## config.mk

```make
export PLATFORM = sky130hd
export DESIGN_NAME = gas_sensor_r0_calibrator_top
export DESIGN_NICKNAME = d
export VERILOG_FILES = /design/src/gsr0_pkg.sv /design/src/gsr0_div.sv /design/src/gsr0_front.sv /design/src/gsr0_fifo.sv /design/src/gsr0_back.sv /design/src/gas_sensor_r0_calibrator_top.sv
export VERILOG_INCLUDE_DIRS = /design/src /design/src/src
export SDC_FILE = /design/constraint.sdc
export NUM_CORES = 1
export LEC_CHECK = 0
export ABC_AREA = 1
export BUFFER_PORTS_ARGS = -buffer_cell sky130_fd_sc_hd__buf_2
export CAP_MARGIN = 15
export CORE_UTILIZATION = 40
export DETAILED_ROUTE_END_ITERATION = 7
export PLACE_DENSITY = 0.63
export SKIP_LAST_GASP = 1
export SYNTH_ARGS = -nofsm -noshare
export SYNTH_HDL_FRONTEND = slang
export SYNTH_HIERARCHICAL = 1
export SYNTH_SLANG_ARGS = --single-unit
```

## constraint.sdc

```tcl
create_clock -name clk -period 7.7 [get_ports clk]
set_clock_uncertainty 0.15 [all_clocks]
set_input_delay 1.155 -clock clk [delete_from_list [all_inputs] [get_ports clk]]
set_output_delay 1.155 -clock clk [all_outputs]
set_load 0.02 [all_outputs]
```

## src/gas_sensor_r0_calibrator_top_assert.svh

```systemverilog
// Assertion macros for the gas sensor R0 calibrator.
// Used by gas_sensor_r0_calibrator_top; expects clk and rst in scope.
`ifndef GAS_SENSOR_R0_CALIBRATOR_TOP_ASSERT_SVH
`define GAS_SENSOR_R0_CALIBRATOR_TOP_ASSERT_SVH

`ifndef SYNTHESIS
// same-cycle implication
`define GSR0_ASSERT_HOLDS(lbl, ante, cons) \
  lbl: assert property (@(posedge clk) disable iff (rst) (ante) |-> (cons)) \
    else $error("gsr0 assertion failed");
// next-cycle implication
`define GSR0_ASSERT_NEXT(lbl, ante, cons) \
  lbl: assert property (@(posedge clk) disable iff (rst) (ante) |=> (cons)) \
    else $error("gsr0 assertion failed");
`else
`define GSR0_ASSERT_HOLDS(lbl, ante, cons)
`define GSR0_ASSERT_NEXT(lbl, ante, cons)
`endif

`endif

```

## src/gsr0_pkg.sv

```systemverilog
// Shared types, codes and constants for the gas sensor R0 calibrator.
// No dependencies.
`default_nettype none

package gsr0_pkg;

  // input modes
  localparam logic [1:0] MODE_START  = 2'd0;
  localparam logic [1:0] MODE_SAMPLE = 2'd1;
  localparam logic [1:0] MODE_LOAD   = 2'd2;

  // result status codes
  localparam logic [2:0] STAT_STARTED  = 3'd0;
  localparam logic [2:0] STAT_BUSY     = 3'd1;
  localparam logic [2:0] STAT_TAKEN    = 3'd2;
  localparam logic [2:0] STAT_IGNORED  = 3'd3;
  localparam logic [2:0] STAT_CAL      = 3'd4;
  localparam logic [2:0] STAT_OOR      = 3'd5;
  localparam logic [2:0] STAT_LOADED   = 3'd6;
  localparam logic [2:0] STAT_DEFAULT  = 3'd7;

  // classified commands
  localparam logic [2:0] OP_START    = 3'd0;
  localparam logic [2:0] OP_SAMPLE   = 3'd1;
  localparam logic [2:0] OP_LOAD     = 3'd2;
  localparam logic [2:0] OP_LOAD_DEF = 3'd3;
  localparam logic [2:0] OP_NOP      = 3'd4;

  // configuration register indexes
  localparam int CFG_IDX_W = 3;
  localparam logic [CFG_IDX_W-1:0] CFG_SAMPLE_COUNT = 3'd0;
  localparam logic [CFG_IDX_W-1:0] CFG_SUPPLY_MV    = 3'd1;
  localparam logic [CFG_IDX_W-1:0] CFG_LOAD_RES     = 3'd2;
  localparam logic [CFG_IDX_W-1:0] CFG_RATIO        = 3'd3;
  localparam logic [CFG_IDX_W-1:0] CFG_R0_MIN       = 3'd4;
  localparam logic [CFG_IDX_W-1:0] CFG_R0_MAX       = 3'd5;
  localparam int CFG_DATA_W = 16;

  localparam logic [15:0] R0_DEFAULT_Q88 = 16'd2560;
  localparam logic [11:0] AVG_MAX_MV     = 12'd3300;
  localparam logic [11:0] AVG_MIN_MV     = 12'd10;

  // divider passes, two quotient bits each
  localparam logic [3:0] AVG_DIV_STEPS = 4'd10;  // 20-bit sum
  localparam logic [3:0] RS_DIV_STEPS  = 4'd15;  // 29-bit product
  localparam logic [3:0] R0_DIV_STEPS  = 4'd12;  // 24-bit rs*256

  typedef struct packed {
    logic [1:0]  mode;
    logic [11:0] sample_mv;
    logic [15:0] stored_r0_q88;
  } in_t;

  typedef struct packed {
    logic [2:0]  status;
    logic [15:0] r0_q88;
    logic [11:0] avg_mv;
  } out_t;

  typedef struct packed {
    logic [2:0]  op;
    logic [11:0] sample_mv;
    logic [15:0] value;
  } cmd_t;

  typedef struct packed {
    logic [7:0]  sample_count;
    logic [12:0] supply_mv;
    logic [15:0] load_res_q88;
    logic [15:0] clean_air_ratio_q88;
    logic [15:0] r0_min_q88;
    logic [15:0] r0_max_q88;
  } cfg_t;

  typedef struct packed {
    logic        start;
    logic [31:0] dividend;  // left-aligned to 2*steps bits
    logic [15:0] divisor;
    logic [3:0]  steps;
  } div_req_t;

  typedef struct packed {
    logic        done;
    logic [31:0] quotient;
  } div_rsp_t;

  function automatic logic [15:0] sat16(input logic [31:0] v);
    sat16 = (v[31:16] != 16'd0) ? 16'hFFFF : v[15:0];
  endfunction

endpackage

`default_nettype wire

```

## src/gsr0_div.sv

```systemverilog
// Iterative restoring divider, two quotient bits per cycle.
// Depends on gsr0_pkg.
`default_nettype none

module gsr0_div (
  input  wire logic                 clk,
  input  wire logic                 rst,
  input  wire gsr0_pkg::div_req_t   req,
  output gsr0_pkg::div_rsp_t        rsp
);

  logic        busy;
  logic        done;
  logic [3:0]  cnt;
  logic [31:0] dvd;
  logic [15:0] rem;
  logic [31:0] quo;
  logic [15:0] dsr;

  logic [16:0] r_a, r_b;
  logic        ge_a, ge_b;
  logic [15:0] rem_a, rem_b;

  always_comb begin
    r_a   = {rem, dvd[31]};
    ge_a  = r_a >= {1'b0, dsr};
    rem_a = ge_a ? 16'(r_a - {1'b0, dsr}) : r_a[15:0];
    r_b   = {rem_a, dvd[30]};
    ge_b  = r_b >= {1'b0, dsr};
    rem_b = ge_b ? 16'(r_b - {1'b0, dsr}) : r_b[15:0];
  end

  always_ff @(posedge clk) begin
    if (rst) begin
      busy <= 1'b0;
      done <= 1'b0;
    end else begin
      // pulses for one cycle after the last pass
      done <= !req.start && busy && (cnt == 4'd1);
      if (req.start) begin
        busy <= 1'b1;
        cnt  <= req.steps;
        dvd  <= req.dividend;
        rem  <= 16'd0;
        quo  <= 32'd0;
        dsr  <= req.divisor;
      end else if (busy) begin
        dvd <= {dvd[29:0], 2'b00};
        rem <= rem_b;
        quo <= {quo[29:0], ge_a, ge_b};
        cnt <= cnt - 4'd1;
        if (cnt == 4'd1) begin
          busy <= 1'b0;
        end
      end
    end
  end

  assign rsp.done     = done;
  assign rsp.quotient = quo;

endmodule

`default_nettype wire

```

## src/gsr0_front.sv

```systemverilog
// Front end: input register that accepts and classifies items.
// Depends on gsr0_pkg; feeds gsr0_fifo.
`default_nettype none

module gsr0_front (
  input  wire logic          clk,
  input  wire logic          rst,
  input  wire logic          in_valid,
  output logic               in_ready,
  input  wire gsr0_pkg::in_t in_data,
  input  wire logic          fifo_full,
  output logic               push,
  output gsr0_pkg::cmd_t     push_cmd
);

  logic           hold_valid;
  gsr0_pkg::cmd_t hold_cmd;
  gsr0_pkg::cmd_t cmd_next;

  always_comb begin
    cmd_next.sample_mv = in_data.sample_mv;
    cmd_next.value     = in_data.stored_r0_q88;
    unique case (in_data.mode)
      gsr0_pkg::MODE_START:  cmd_next.op = gsr0_pkg::OP_START;
      gsr0_pkg::MODE_SAMPLE: cmd_next.op = gsr0_pkg::OP_SAMPLE;
      gsr0_pkg::MODE_LOAD: begin
        if (in_data.stored_r0_q88 == 16'd0) begin
          cmd_next.op    = gsr0_pkg::OP_LOAD_DEF;
          cmd_next.value = gsr0_pkg::R0_DEFAULT_Q88;
        end else begin
          cmd_next.op = gsr0_pkg::OP_LOAD;
        end
      end
      default: cmd_next.op = gsr0_pkg::OP_NOP;
    endcase
  end

  assign push     = hold_valid && !fifo_full;
  assign in_ready = !hold_valid || !fifo_full;
  assign push_cmd = hold_cmd;

  always_ff @(posedge clk) begin
    if (rst) begin
      hold_valid <= 1'b0;
    end else if (in_valid && in_ready) begin
      hold_valid <= 1'b1;
    end else if (push) begin
      hold_valid <= 1'b0;
    end
  end

  always_ff @(posedge clk) begin
    if (in_valid && in_ready) begin
      hold_cmd <= cmd_next;
    end
  end

endmodule

`default_nettype wire

```

## src/gsr0_fifo.sv

```systemverilog
// Two-entry command queue between front and back end.
// Depends on gsr0_pkg.
`default_nettype none

module gsr0_fifo (
  input  wire logic            clk,
  input  wire logic            rst,
  input  wire logic            push,
  input  wire gsr0_pkg::cmd_t  din,
  output logic                 full,
  input  wire logic            pop,
  output logic                 valid,
  output gsr0_pkg::cmd_t       dout
);

  gsr0_pkg::cmd_t mem [2];
  logic           wr_ptr;
  logic           rd_ptr;
  logic [1:0]     count;

  assign full  = count == 2'd2;
  assign valid = count != 2'd0;
  assign dout  = mem[rd_ptr];

  always_ff @(posedge clk) begin
    if (rst) begin
      wr_ptr <= 1'b0;
      rd_ptr <= 1'b0;
      count  <= 2'd0;
    end else begin
      if (push) wr_ptr <= !wr_ptr;
      if (pop)  rd_ptr <= !rd_ptr;
      if (push && !pop)      count <= count + 2'd1;
      else if (pop && !push) count <= count - 2'd1;
    end
  end

  always_ff @(posedge clk) begin
    if (push) mem[wr_ptr] <= din;
  end

endmodule

`default_nettype wire

```

## src/gsr0_back.sv

```systemverilog
// Back end: calibration state, run sequencer and output register.
// Depends on gsr0_pkg and gsr0_div.
`default_nettype none

module gsr0_back (
  input  wire logic            clk,
  input  wire logic            rst,
  input  wire gsr0_pkg::cfg_t  cfg,
  input  wire logic            fifo_valid,
  input  wire gsr0_pkg::cmd_t  fifo_cmd,
  output logic                 pop,
  output logic                 out_valid,
  input  wire logic            out_ready,
  output gsr0_pkg::out_t       out_data
);

  localparam logic [3:0] S_IDLE     = 4'd0;
  localparam logic [3:0] S_AVG_GO   = 4'd1;
  localparam logic [3:0] S_AVG_WAIT = 4'd2;
  localparam logic [3:0] S_CHK      = 4'd3;
  localparam logic [3:0] S_RS_GO    = 4'd4;
  localparam logic [3:0] S_RS_WAIT  = 4'd5;
  localparam logic [3:0] S_R0_GO    = 4'd6;
  localparam logic [3:0] S_R0_WAIT  = 4'd7;
  localparam logic [3:0] S_RANGE    = 4'd8;

  logic [3:0]  state;
  logic        running;
  logic [19:0] vsum;
  logic [7:0]  taken;
  logic [15:0] r0;
  logic [11:0] avg;
  logic [28:0] prod;
  logic [15:0] rs;
  logic [15:0] r0c;

  logic [7:0]  need;
  logic [19:0] sum_next;
  logic [7:0]  taken_next;
  logic        slot_free;
  logic [19:0] avg_raw;
  logic [11:0] avg_clamped;
  logic        in_range;
  logic        last_sample;
  logic        avg_neg;
  logic        result_now;

  gsr0_pkg::div_req_t div_req;
  gsr0_pkg::div_rsp_t div_rsp;

  gsr0_div u_div (
    .clk (clk),
    .rst (rst),
    .req (div_req),
    .rsp (div_rsp)
  );

  assign need       = (cfg.sample_count == 8'd0) ? 8'd1 : cfg.sample_count;
  assign sum_next   = vsum + {8'd0, fifo_cmd.sample_mv};
  assign taken_next = taken + 8'd1;
  assign slot_free  = !out_valid || out_ready;
  assign pop        = (state == S_IDLE) && fifo_valid && slot_free;

  // sample that closes the open run
  assign last_sample = (fifo_cmd.op == gsr0_pkg::OP_SAMPLE) && running &&
                       (taken_next >= need);
  assign avg_neg     = {1'b0, avg} > cfg.supply_mv;
  // output register takes a new transaction this cycle
  assign result_now  = (pop && !last_sample) || ((state == S_CHK) && avg_neg) ||
                       (state == S_RANGE);

  assign avg_raw     = div_rsp.quotient[19:0];
  assign avg_clamped = (avg_raw > {8'd0, gsr0_pkg::AVG_MAX_MV}) ? gsr0_pkg::AVG_MAX_MV :
                       (avg_raw < {8'd0, gsr0_pkg::AVG_MIN_MV}) ? gsr0_pkg::AVG_MIN_MV :
                       avg_raw[11:0];
  assign in_range    = (r0c >= cfg.r0_min_q88) && (r0c <= cfg.r0_max_q88);

  always_comb begin
    div_req.start    = 1'b0;
    div_req.dividend = {vsum, 12'd0};
    div_req.divisor  = {8'd0, need};
    div_req.steps    = gsr0_pkg::AVG_DIV_STEPS;
    unique case (state)
      S_AVG_GO: div_req.start = 1'b1;
      S_RS_GO: begin
        div_req.start    = 1'b1;
        div_req.dividend = {1'b0, prod, 2'b00};
        div_req.divisor  = {4'd0, avg};
        div_req.steps    = gsr0_pkg::RS_DIV_STEPS;
      end
      S_R0_GO: begin
        div_req.start    = 1'b1;
        div_req.dividend = {rs, 16'd0};
        div_req.divisor  = cfg.clean_air_ratio_q88;
        div_req.steps    = gsr0_pkg::R0_DIV_STEPS;
      end
      default: ;
    endcase
  end

  always_ff @(posedge clk) begin
    if (rst) begin
      state     <= S_IDLE;
      running   <= 1'b0;
      vsum      <= 20'd0;
      taken     <= 8'd0;
      r0        <= gsr0_pkg::R0_DEFAULT_Q88;
      out_valid <= 1'b0;
    end else begin
      if (result_now) begin
        out_valid <= 1'b1;
      end else if (out_ready) begin
        out_valid <= 1'b0;
      end
      unique case (state)
        S_IDLE: begin
          if (pop) begin
            out_data.avg_mv <= 12'd0;
            unique case (fifo_cmd.op)
              gsr0_pkg::OP_START: begin
                out_data.r0_q88 <= r0;
                if (running) begin
                  out_data.status <= gsr0_pkg::STAT_BUSY;
                end else begin
                  running         <= 1'b1;
                  vsum            <= 20'd0;
                  taken           <= 8'd0;
                  out_data.status <= gsr0_pkg::STAT_STARTED;
                end
              end
              gsr0_pkg::OP_SAMPLE: begin
                out_data.r0_q88 <= r0;
                if (!running) begin
                  out_data.status <= gsr0_pkg::STAT_IGNORED;
                end else begin
                  vsum  <= sum_next;
                  taken <= taken_next;
                  if (last_sample) begin
                    // last sample: result comes from the sequencer
                    running <= 1'b0;
                    state   <= S_AVG_GO;
                  end else begin
                    out_data.status <= gsr0_pkg::STAT_TAKEN;
                  end
                end
              end
              gsr0_pkg::OP_LOAD: begin
                r0              <= fifo_cmd.value;
                out_data.r0_q88 <= fifo_cmd.value;
                out_data.status <= gsr0_pkg::STAT_LOADED;
              end
              gsr0_pkg::OP_LOAD_DEF: begin
                r0              <= fifo_cmd.value;
                out_data.r0_q88 <= fifo_cmd.value;
                out_data.status <= gsr0_pkg::STAT_DEFAULT;
              end
              default: begin
                out_data.r0_q88 <= r0;
                out_data.status <= gsr0_pkg::STAT_IGNORED;
              end
            endcase
          end
        end
        S_AVG_GO: state <= S_AVG_WAIT;
        S_AVG_WAIT: begin
          if (div_rsp.done) begin
            avg   <= avg_clamped;
            state <= S_CHK;
          end
        end
        S_CHK: begin
          if (avg_neg) begin
            // negative Rs: run ends, R0 kept
            out_data.status <= gsr0_pkg::STAT_OOR;
            out_data.r0_q88 <= r0;
            out_data.avg_mv <= avg;
            state           <= S_IDLE;
          end else begin
            prod  <= cfg.load_res_q88 * (cfg.supply_mv - {1'b0, avg});
            state <= S_RS_GO;
          end
        end
        S_RS_GO: state <= S_RS_WAIT;
        S_RS_WAIT: begin
          if (div_rsp.done) begin
            rs <= gsr0_pkg::sat16(div_rsp.quotient);
            if (cfg.clean_air_ratio_q88 == 16'd0) begin
              r0c   <= 16'hFFFF;
              state <= S_RANGE;
            end else begin
              state <= S_R0_GO;
            end
          end
        end
        S_R0_GO: state <= S_R0_WAIT;
        S_R0_WAIT: begin
          if (div_rsp.done) begin
            r0c   <= gsr0_pkg::sat16(div_rsp.quotient);
            state <= S_RANGE;
          end
        end
        S_RANGE: begin
          out_data.avg_mv <= avg;
          if (in_range) begin
            r0              <= r0c;
            out_data.r0_q88 <= r0c;
            out_data.status <= gsr0_pkg::STAT_CAL;
          end else begin
            out_data.r0_q88 <= r0;
            out_data.status <= gsr0_pkg::STAT_OOR;
          end
          state <= S_IDLE;
        end
        default: state <= S_IDLE;
      endcase
    end
  end

endmodule

`default_nettype wire

```

## src/gas_sensor_r0_calibrator_top.sv

```systemverilog
// Gas sensor R0 calibrator, top level: configuration registers and wiring.
// Depends on gsr0_pkg, gsr0_front, gsr0_fifo, gsr0_back and the assert header.
//
// Usage:
//  - Input channel in_valid/in_ready/in_data carries one transaction per item
//    (start, voltage sample, load stored R0). Output channel
//    out_valid/out_ready/out_data returns exactly one transaction per item.
//  - Config: cfg_we, cfg_idx, cfg_wdata write one register per cycle; indexes
//    beyond the register list are dropped. Write only while the block is idle.
//  - Start, load, ignored and non-final sample items reach out_valid through
//    the input register, the queue and the output register.
//  - The sample that completes a run goes through up to three passes of a shared
//    2-bit-per-cycle divider (average, Rs, R0; a negative Rs stops after the first,
//    a zero ratio skips R0) plus sequencer steps. That divider sets the rate for
//    run-ending samples; others sustain one per cycle while the back end is idle and unstalled.
//  - Up to two transactions wait in the queue, so the front keeps accepting
//    while the back computes or the receiver stalls; once the queue and the
//    input register fill, in_ready drops.
//  - Reset (rst, synchronous): registers return to their defaults, R0 = 10.0
//    kOhm, no run open, queue and output empty.
`default_nettype none
`include "gas_sensor_r0_calibrator_top_assert.svh"

module gas_sensor_r0_calibrator_top (
  input  wire logic                               clk,
  input  wire logic                               rst,
  input  wire logic                               in_valid,
  output logic                                    in_ready,
  input  wire gsr0_pkg::in_t                      in_data,
  output logic                                    out_valid,
  input  wire logic                               out_ready,
  output gsr0_pkg::out_t                          out_data,
  input  wire logic                               cfg_we,
  input  wire logic [gsr0_pkg::CFG_IDX_W-1:0]     cfg_idx,
  input  wire logic [gsr0_pkg::CFG_DATA_W-1:0]    cfg_wdata
);

  gsr0_pkg::cfg_t cfg;

  // configuration registers
  always_ff @(posedge clk) begin
    if (rst) begin
      cfg.sample_count        <= 8'd50;
      cfg.supply_mv           <= 13'd5000;
      cfg.load_res_q88        <= 16'd1306;
      cfg.clean_air_ratio_q88 <= 16'd2516;
      cfg.r0_min_q88          <= 16'd128;
      cfg.r0_max_q88          <= 16'd38400;
    end else if (cfg_we) begin
      unique case (cfg_idx)
        gsr0_pkg::CFG_SAMPLE_COUNT: cfg.sample_count        <= cfg_wdata[7:0];
        gsr0_pkg::CFG_SUPPLY_MV:    cfg.supply_mv           <= cfg_wdata[12:0];
        gsr0_pkg::CFG_LOAD_RES:     cfg.load_res_q88        <= cfg_wdata;
        gsr0_pkg::CFG_RATIO:        cfg.clean_air_ratio_q88 <= cfg_wdata;
        gsr0_pkg::CFG_R0_MIN:       cfg.r0_min_q88          <= cfg_wdata;
        gsr0_pkg::CFG_R0_MAX:       cfg.r0_max_q88          <= cfg_wdata;
        default: ;  // unmapped index
      endcase
    end
  end

  logic           push;
  gsr0_pkg::cmd_t push_cmd;
  logic           fifo_full;
  logic           fifo_valid;
  gsr0_pkg::cmd_t fifo_cmd;
  logic           pop;
  logic           run_done_status;

  // accept and classify
  gsr0_front u_front (
    .clk       (clk),
    .rst       (rst),
    .in_valid  (in_valid),
    .in_ready  (in_ready),
    .in_data   (in_data),
    .fifo_full (fifo_full),
    .push      (push),
    .push_cmd  (push_cmd)
  );

  // decouples front from the long run-ending computation
  gsr0_fifo u_fifo (
    .clk   (clk),
    .rst   (rst),
    .push  (push),
    .din   (push_cmd),
    .full  (fifo_full),
    .pop   (pop),
    .valid (fifo_valid),
    .dout  (fifo_cmd)
  );

  // execute and hold result
  gsr0_back u_back (
    .clk        (clk),
    .rst        (rst),
    .cfg        (cfg),
    .fifo_valid (fifo_valid),
    .fifo_cmd   (fifo_cmd),
    .pop        (pop),
    .out_valid  (out_valid),
    .out_ready  (out_ready),
    .out_data   (out_data)
  );

  // status of a transaction that closes a run
  assign run_done_status = (out_data.status == gsr0_pkg::STAT_CAL) ||
                           (out_data.status == gsr0_pkg::STAT_OOR);

  // queue is never overrun or underrun
  `GSR0_ASSERT_HOLDS(a_push_not_full, push, !fifo_full)
  `GSR0_ASSERT_HOLDS(a_pop_has_data, pop, fifo_valid)
  // every non-sample command yields a result on the next cycle
  `GSR0_ASSERT_NEXT(a_cmd_result, pop && (fifo_cmd.op != gsr0_pkg::OP_SAMPLE), out_valid)
  // average is reported only for finished runs
  `GSR0_ASSERT_HOLDS(a_avg_field, out_valid && !run_done_status, out_data.avg_mv == 12'd0)

endmodule

`default_nettype wire

```

## Word-level counts from Yosys, hierarchy flattened

Memories as Yosys holds them, arrays and structs flattened. A register that Yosys moved wholly into a read port is not among the register bits.
Cells that the tools add are included.

| storage, ports and cells | value |
|---|---|
| memory bits (read-only) | 0 |
| memories | 1 |
| bits in latches | 0 |
| register bits after elaboration | 377 |
| bits in writable memories | 62 |

Memory list:

| memory | words | width | read ports | clocked after Yosys merged registers in | write ports | RTL line | text |
|---|---|---|---|---|---|---|---|
| u_fifo.mem | 2 | 31 | 1 | 1 | 1 | gsr0_fifo.sv:16 | `gsr0_pkg::cmd_t mem [2];` |

| cells by class | value |
|---|---|
| bitwise operators | 2 |
| reductions and logical operators | 64 |
| add/sub/neg operators | 8 |
| mux-type cells | 65 |
| equality and inequality tests | 34 |
| shifts and indexed selects | 0 |
| div/mod/pow operators | 0 |
| magnitude comparators | 8 |
| multiply operators | 1 |

Operator list:

| cell | count |
|---|---|
| $mux W16 | 12 |
| $pmux W52 S2 | 1 |
| $mux W32 | 3 |
| $pmux W31 S3 | 1 |
| $pmux W19 S4 | 1 |
| $pmux W16 S2 | 2 |
| $mux W31 | 2 |
| $mux W20 | 2 |
| $mux W4 | 10 |
| $pmux W20 S2 | 1 |
| $ge A17 B16 Y1 | 2 |
| $logic_not A16 Y1 | 2 |
| $pmux W4 S8 | 1 |
| $sub A16 B16 Y16 | 2 |
| $mul A16 B29 Y29 | 1 |
| $mux W8 | 3 |
| $add A20 B12 Y20 | 1 |
| $gt A20 B12 Y1 const B | 1 |
| $lt A20 B4 Y1 const B | 1 |
| $mux W17 | 1 |
| $eq A4 B3 Y1 const B | 4 |
| $ge A16 B16 Y1 | 1 |
| $le A16 B16 Y1 | 1 |
| $mux W1 | 16 |
| 42 further kinds | 110 |

## Logic depth before layout (Yosys ltp)

| depth | value |
|---|---|
| depth in word-level cells | 9 |
| mapped depth | 35 |

## Hierarchy

Netlist, hierarchy kept.

By module, submodules not included:

| module | cells an instance | instances | area an instance (µm²) |
|---|---|---|---|
| gsr0_back | 2192 | 1 | 17121.4 |
| gsr0_div | 766 | 1 | 6246.0 |
| gas_sensor_r0_calibrator_top | 471 | 1 | 3422.0 |
| gsr0_fifo | 129 | 1 | 2471.1 |
| gsr0_front | 78 | 1 | 1142.3 |

## Worst setup path after synthesis

Ideal clock, no wire load.

| path | value |
|---|---|
| path kind | register to register |
| start point | register u_back.state[2] |
| end point | register u_back.u_div.cnt[0] (enable) |
| stages on the path, launching flop included | 12 |
| slack | 1.156 ns |
| data arrival time | 5.839 ns |
| period minus slack after synthesis | 6.544 ns |
| path through | dfxtp_1 > inv_1 > nor2_1 > inv_1 > nor2_1 > inv_1 > clkbuf_1 > nand2_1 > clkbuf_1 > inv_2 > clkbuf_1 > a21oi_1 |

RTL lines:

| item | RTL line | text |
|---|---|---|
| from (decl) | gsr0_back.sv:27 | `logic [3:0] state;` |
| from (signal assigned) | gsr0_back.sv:103 | `state <= S_IDLE;` |
| from (signal assigned) | gsr0_back.sv:141 | `state <= S_AVG_GO;` |
| from (signal assigned) | gsr0_back.sv:164 | `S_AVG_GO: state <= S_AVG_WAIT;` |
| to (signal assigned) | gsr0_div.sv:42 | `cnt <= req.steps;` |
| to (signal assigned) | gsr0_div.sv:51 | `cnt <= cnt - 4'd1;` |
| to (decl) | gsr0_div.sv:14 | `logic [3:0] cnt;` |

## Worst setup path after layout

| path | value |
|---|---|
| start point | register u_back.avg[0] |
| end point | register u_back.prod[27], data pin |

| on the way | value |
|---|---|
| cells in the longest elaborated chain, start to end | 2 |

Ends and longest elaborated chain:

| item | RTL line | text |
|---|---|---|
| from (decl) | gsr0_back.sv:32 | `logic [11:0] avg;` |
| from (signal assigned) | gsr0_back.sv:167 | `avg <= avg_clamped;` |
| $sub A13 B12 Y14 | gsr0_back.sv:179 | `prod <= cfg.load_res_q88 * (cfg.supply_mv - {1'b0, avg});` |
| $mul A16 B29 Y29 | gsr0_back.sv:179 |  |
| to (signal assigned) | gsr0_back.sv:179 |  |
| to (decl) | gsr0_back.sv:33 | `logic [28:0] prod;` |

No other way between the ends.
A chain may end at the register's enable or synchronous reset.

==> results.md <==
* H-tree Lvls at 2
* Clk_lat worst skew at 0.61 ns
* Area Growth Syn to Fin at 9.80%
* Placed cells at 4,602
* Outcome: finished, final reports clean
* Global-route wire length before repair at 130,000 um
* Grt ovf at 0
* Total Routing Usage GR at 21.4%
* Final setup fails at 0
* TritonCTS Buffers at 47
* Final period utilization at 96.1%
* DRT Wirelength at 82,700 um
* Vias per cell at 5.09
* Relative slew slack at 24.9%
* Top_reg_cell synth: edfxtp_1
* Critical Path AT at 7.61 ns
* Ant diodes at 0
* Pwr dens at 342 mW/mm2
* Chip height at 278 um
* Hold WS at 0.292 ns
* Final ANT Viol Nets at 0
* Commonest cells after routing, fill and taps aside: nand2_1, inv_1, nor2_1, edfxtp_1, nand3_1
* CP Class: flip-flop to flip-flop
* Maximum number of pins on one net before global-route repair at 70
* Min Clock Period, post-route at 7.40 ns
* Yosys reg bits at 440
* Clock root buffer: clkbuf_16
* Initial antenna violation count at 1
* Dpl hpwl at 64,200 um
* Leak at 15.6 nW
* Setup TNS at 0 ns
* Commonest non-fill, non-tap cell in the layout: nand2_1
* DR iter-0 viols at 2,246
* Area post-placement at 0.0317 mm2
* Share of post-route cells with drive strength above 1 at 8.67%
* Longest Clk Path Bufs at 3
* Number of max-cap violations at 0
* Non-Filler Instances at 4,693
* Clk sinks at 440
* Via count at 23.9k
* 1st-pass router iterations at 6
* Startpoint Class: flip-flop
* Worst Path Max Fanout at 11
* Number of global-route vias before repair at 23.1k
* Slew @ Worst Pin at 1.12 ns
* Std cell rows at 100
* Syn Area/Cell at 8.36 um2
* Post-synth cell types at 58
* Initial Util at 40.6%
* Placer Congestion at 0.920
* Syn Std Cell Area at 0.0304 mm2
* CTS tree: done
* RSZ-0062 raised after global routing: yes
* Worst-path clk slew at 0.06 ns
* Fin area at 0.0334 mm2
* Core Region at 0.0748 mm2
* CP required at 7.91 ns
* DRC viols at 0
* Final worst slack at 0.303 ns
* Final #Nets at 4,112
* DIE AREA at 0.0771 mm2
* Final hold violation count at 0
* Post-Syn Instances at 3,636
* Fin. max-slew vios at 0
* Endpoint class of the critical path: flip-flop
* HP Class: flip-flop to flip-flop
* Area leader, netlist: edfxtp_1
* Pwr Total at 11.4 mW
* # fillers at 7,378
* Worst slack, placed at 0.186 ns
* Post-synthesis sequential area ratio at 38.8%
* Count of flip-flops with a built-in enable after synthesis at 297
* Fmax at 0.135 GHz
* # hold bufs at CTS at 0
* Die X at 278 um
* Share of the synthesized area in the top cell type at 29.3%
* Asr flop ratio synth at 0%
* Num ports at 87
* Input/output buffers at 86
* Synthesis warning total at 6
* Synth top area cells: edfxtp_1, fa_1, nand2_1, dfxtp_1, ha_1
* Core Util, Final at 44.6%
* Drt wl/cell at 17.6 um
* Maximum vdd drop at 211 uV
## synth_stat cells (8+ instances only)
master    count
nand2_1     876
inv_1       582
nor2_1      460
edfxtp_1    297
nand3_1     247
ha_1        201
fa_1        170
dfxtp_1     143
a21oi_1     137
o21ai_0      90
clkbuf_1     67
mux2_2       31
xor2_1       30
buf_2        26
xnor2_1      25
nand4_1      21
a32oi_1      16
buf_6        16
nor4_1       16
inv_2        14
nand2_2      14
or2_2        14
a21o_1       11
nor3_1       10
nor2_2        9
buf_1         8
buf_4         8
nand3b_1      8
o211ai_1      8
## kinds of logic (layout without fill, tap and decap cells)
logic type      Yosys count  in the layout  share of synthesized area, %
compound gates          307            307                          5.84
buf+inv                 725            812                          9.61
fa+ha+maj               371            371                          19.5
mux                      31             31                          1.15
other cells               2              3                        0.0247
simple gates           1703           1703                          23.5
flops                   440            440                          38.8
xor+xnor                 57             57                          1.69
## sequential cells by signal, indices dropped and copies added (netlist names), 2 cells and up, named ones only
register          flops
cfg                  85
u_back/avg           12
u_back/out_data      31
u_back/prod          29
u_back/r0            16
u_back/r0c           16
u_back/rs            16
u_back/state          4
u_back/taken          8
u_back/u_div/cnt      4
u_back/u_div/dsr     16
u_back/u_div/dvd     32
u_back/u_div/quo     32
u_back/u_div/rem     16
u_back/vsum          20
u_fifo/count          2
u_fifo/mem           62
u_front/push_cmd     31
## layer usage
metal	vias up	part of all wire [%]	wire, um	GRT usage [%]
met2	798	46	37800	34.8
met1	11300	44	36700	29.4
li1	11600	-	-	-
met5	-	0	0	0
met4	0	3.6	3010	7.31
met3	176	6.3	5240	2.70
## critical path, stage by stage (launching register included)
cell        delay, ns
edfxtp_1         0.40
ha_1             0.22
fa_1             0.45
o21ai_0          0.38
or2_2            0.18
nand2_1          0.24
clkinvlp_4       0.32
nand2_1          0.11
fa_1             0.54
inv_1            0.05
fa_1             0.49
fa_1             0.54
fa_1             0.46
fa_1             0.54
inv_1            0.05
fa_1             0.52
inv_1            0.04
ha_1             0.34
nand2_1          0.16
inv_1            0.08
nand2_1          0.07
nand2_1          0.05
a21oi_1          0.22
inv_1            0.07
nand2_1          0.06
nand3_1          0.08
xor2_1           0.30
## timing repair
action                                  4_1_cts  5_1_grt
setup buffers                                 0        3
endpoints found under the setup margin        0        8
gates resized for setup                       0        5
## power breakdown
group / internal (mW) / leakage (nW) / switching (mW)
clock: 1.34 / 0.760 / 0.988
sequential: 3.20 / 3.81 / 0.183
combinational: 1.94 / 11.0 / 3.77
total: 6.47 / 15.6 / 4.94
## final timing paths
path                                           from                to  slack (ns)  cells after the start
worst max-delay path                  u_back/avg[0]   u_back/prod[27]        0.30                     26
worst max register to register        u_back/avg[0]   u_back/prod[27]        0.30                     26
worst min register to register  u_front/push_cmd[7]  u_fifo/mem[0][7]        0.29                      0
worst min-delay path            u_front/push_cmd[7]  u_fifo/mem[0][7]        0.29                      0
## layout make-up
type                       count  area (um2)  share of cell area (%)
multi-input combinational   2472       15800                    47.2
sequential                   440       11800                    35.3
inverter                     598        2260                    6.76
clock buffer                  62        1260                    3.78
tap                          969        1210                    3.63
timing repair buffer         128         782                    2.34
clock inverter                24         328                   0.982
Power figures use the tool's default switching activity.
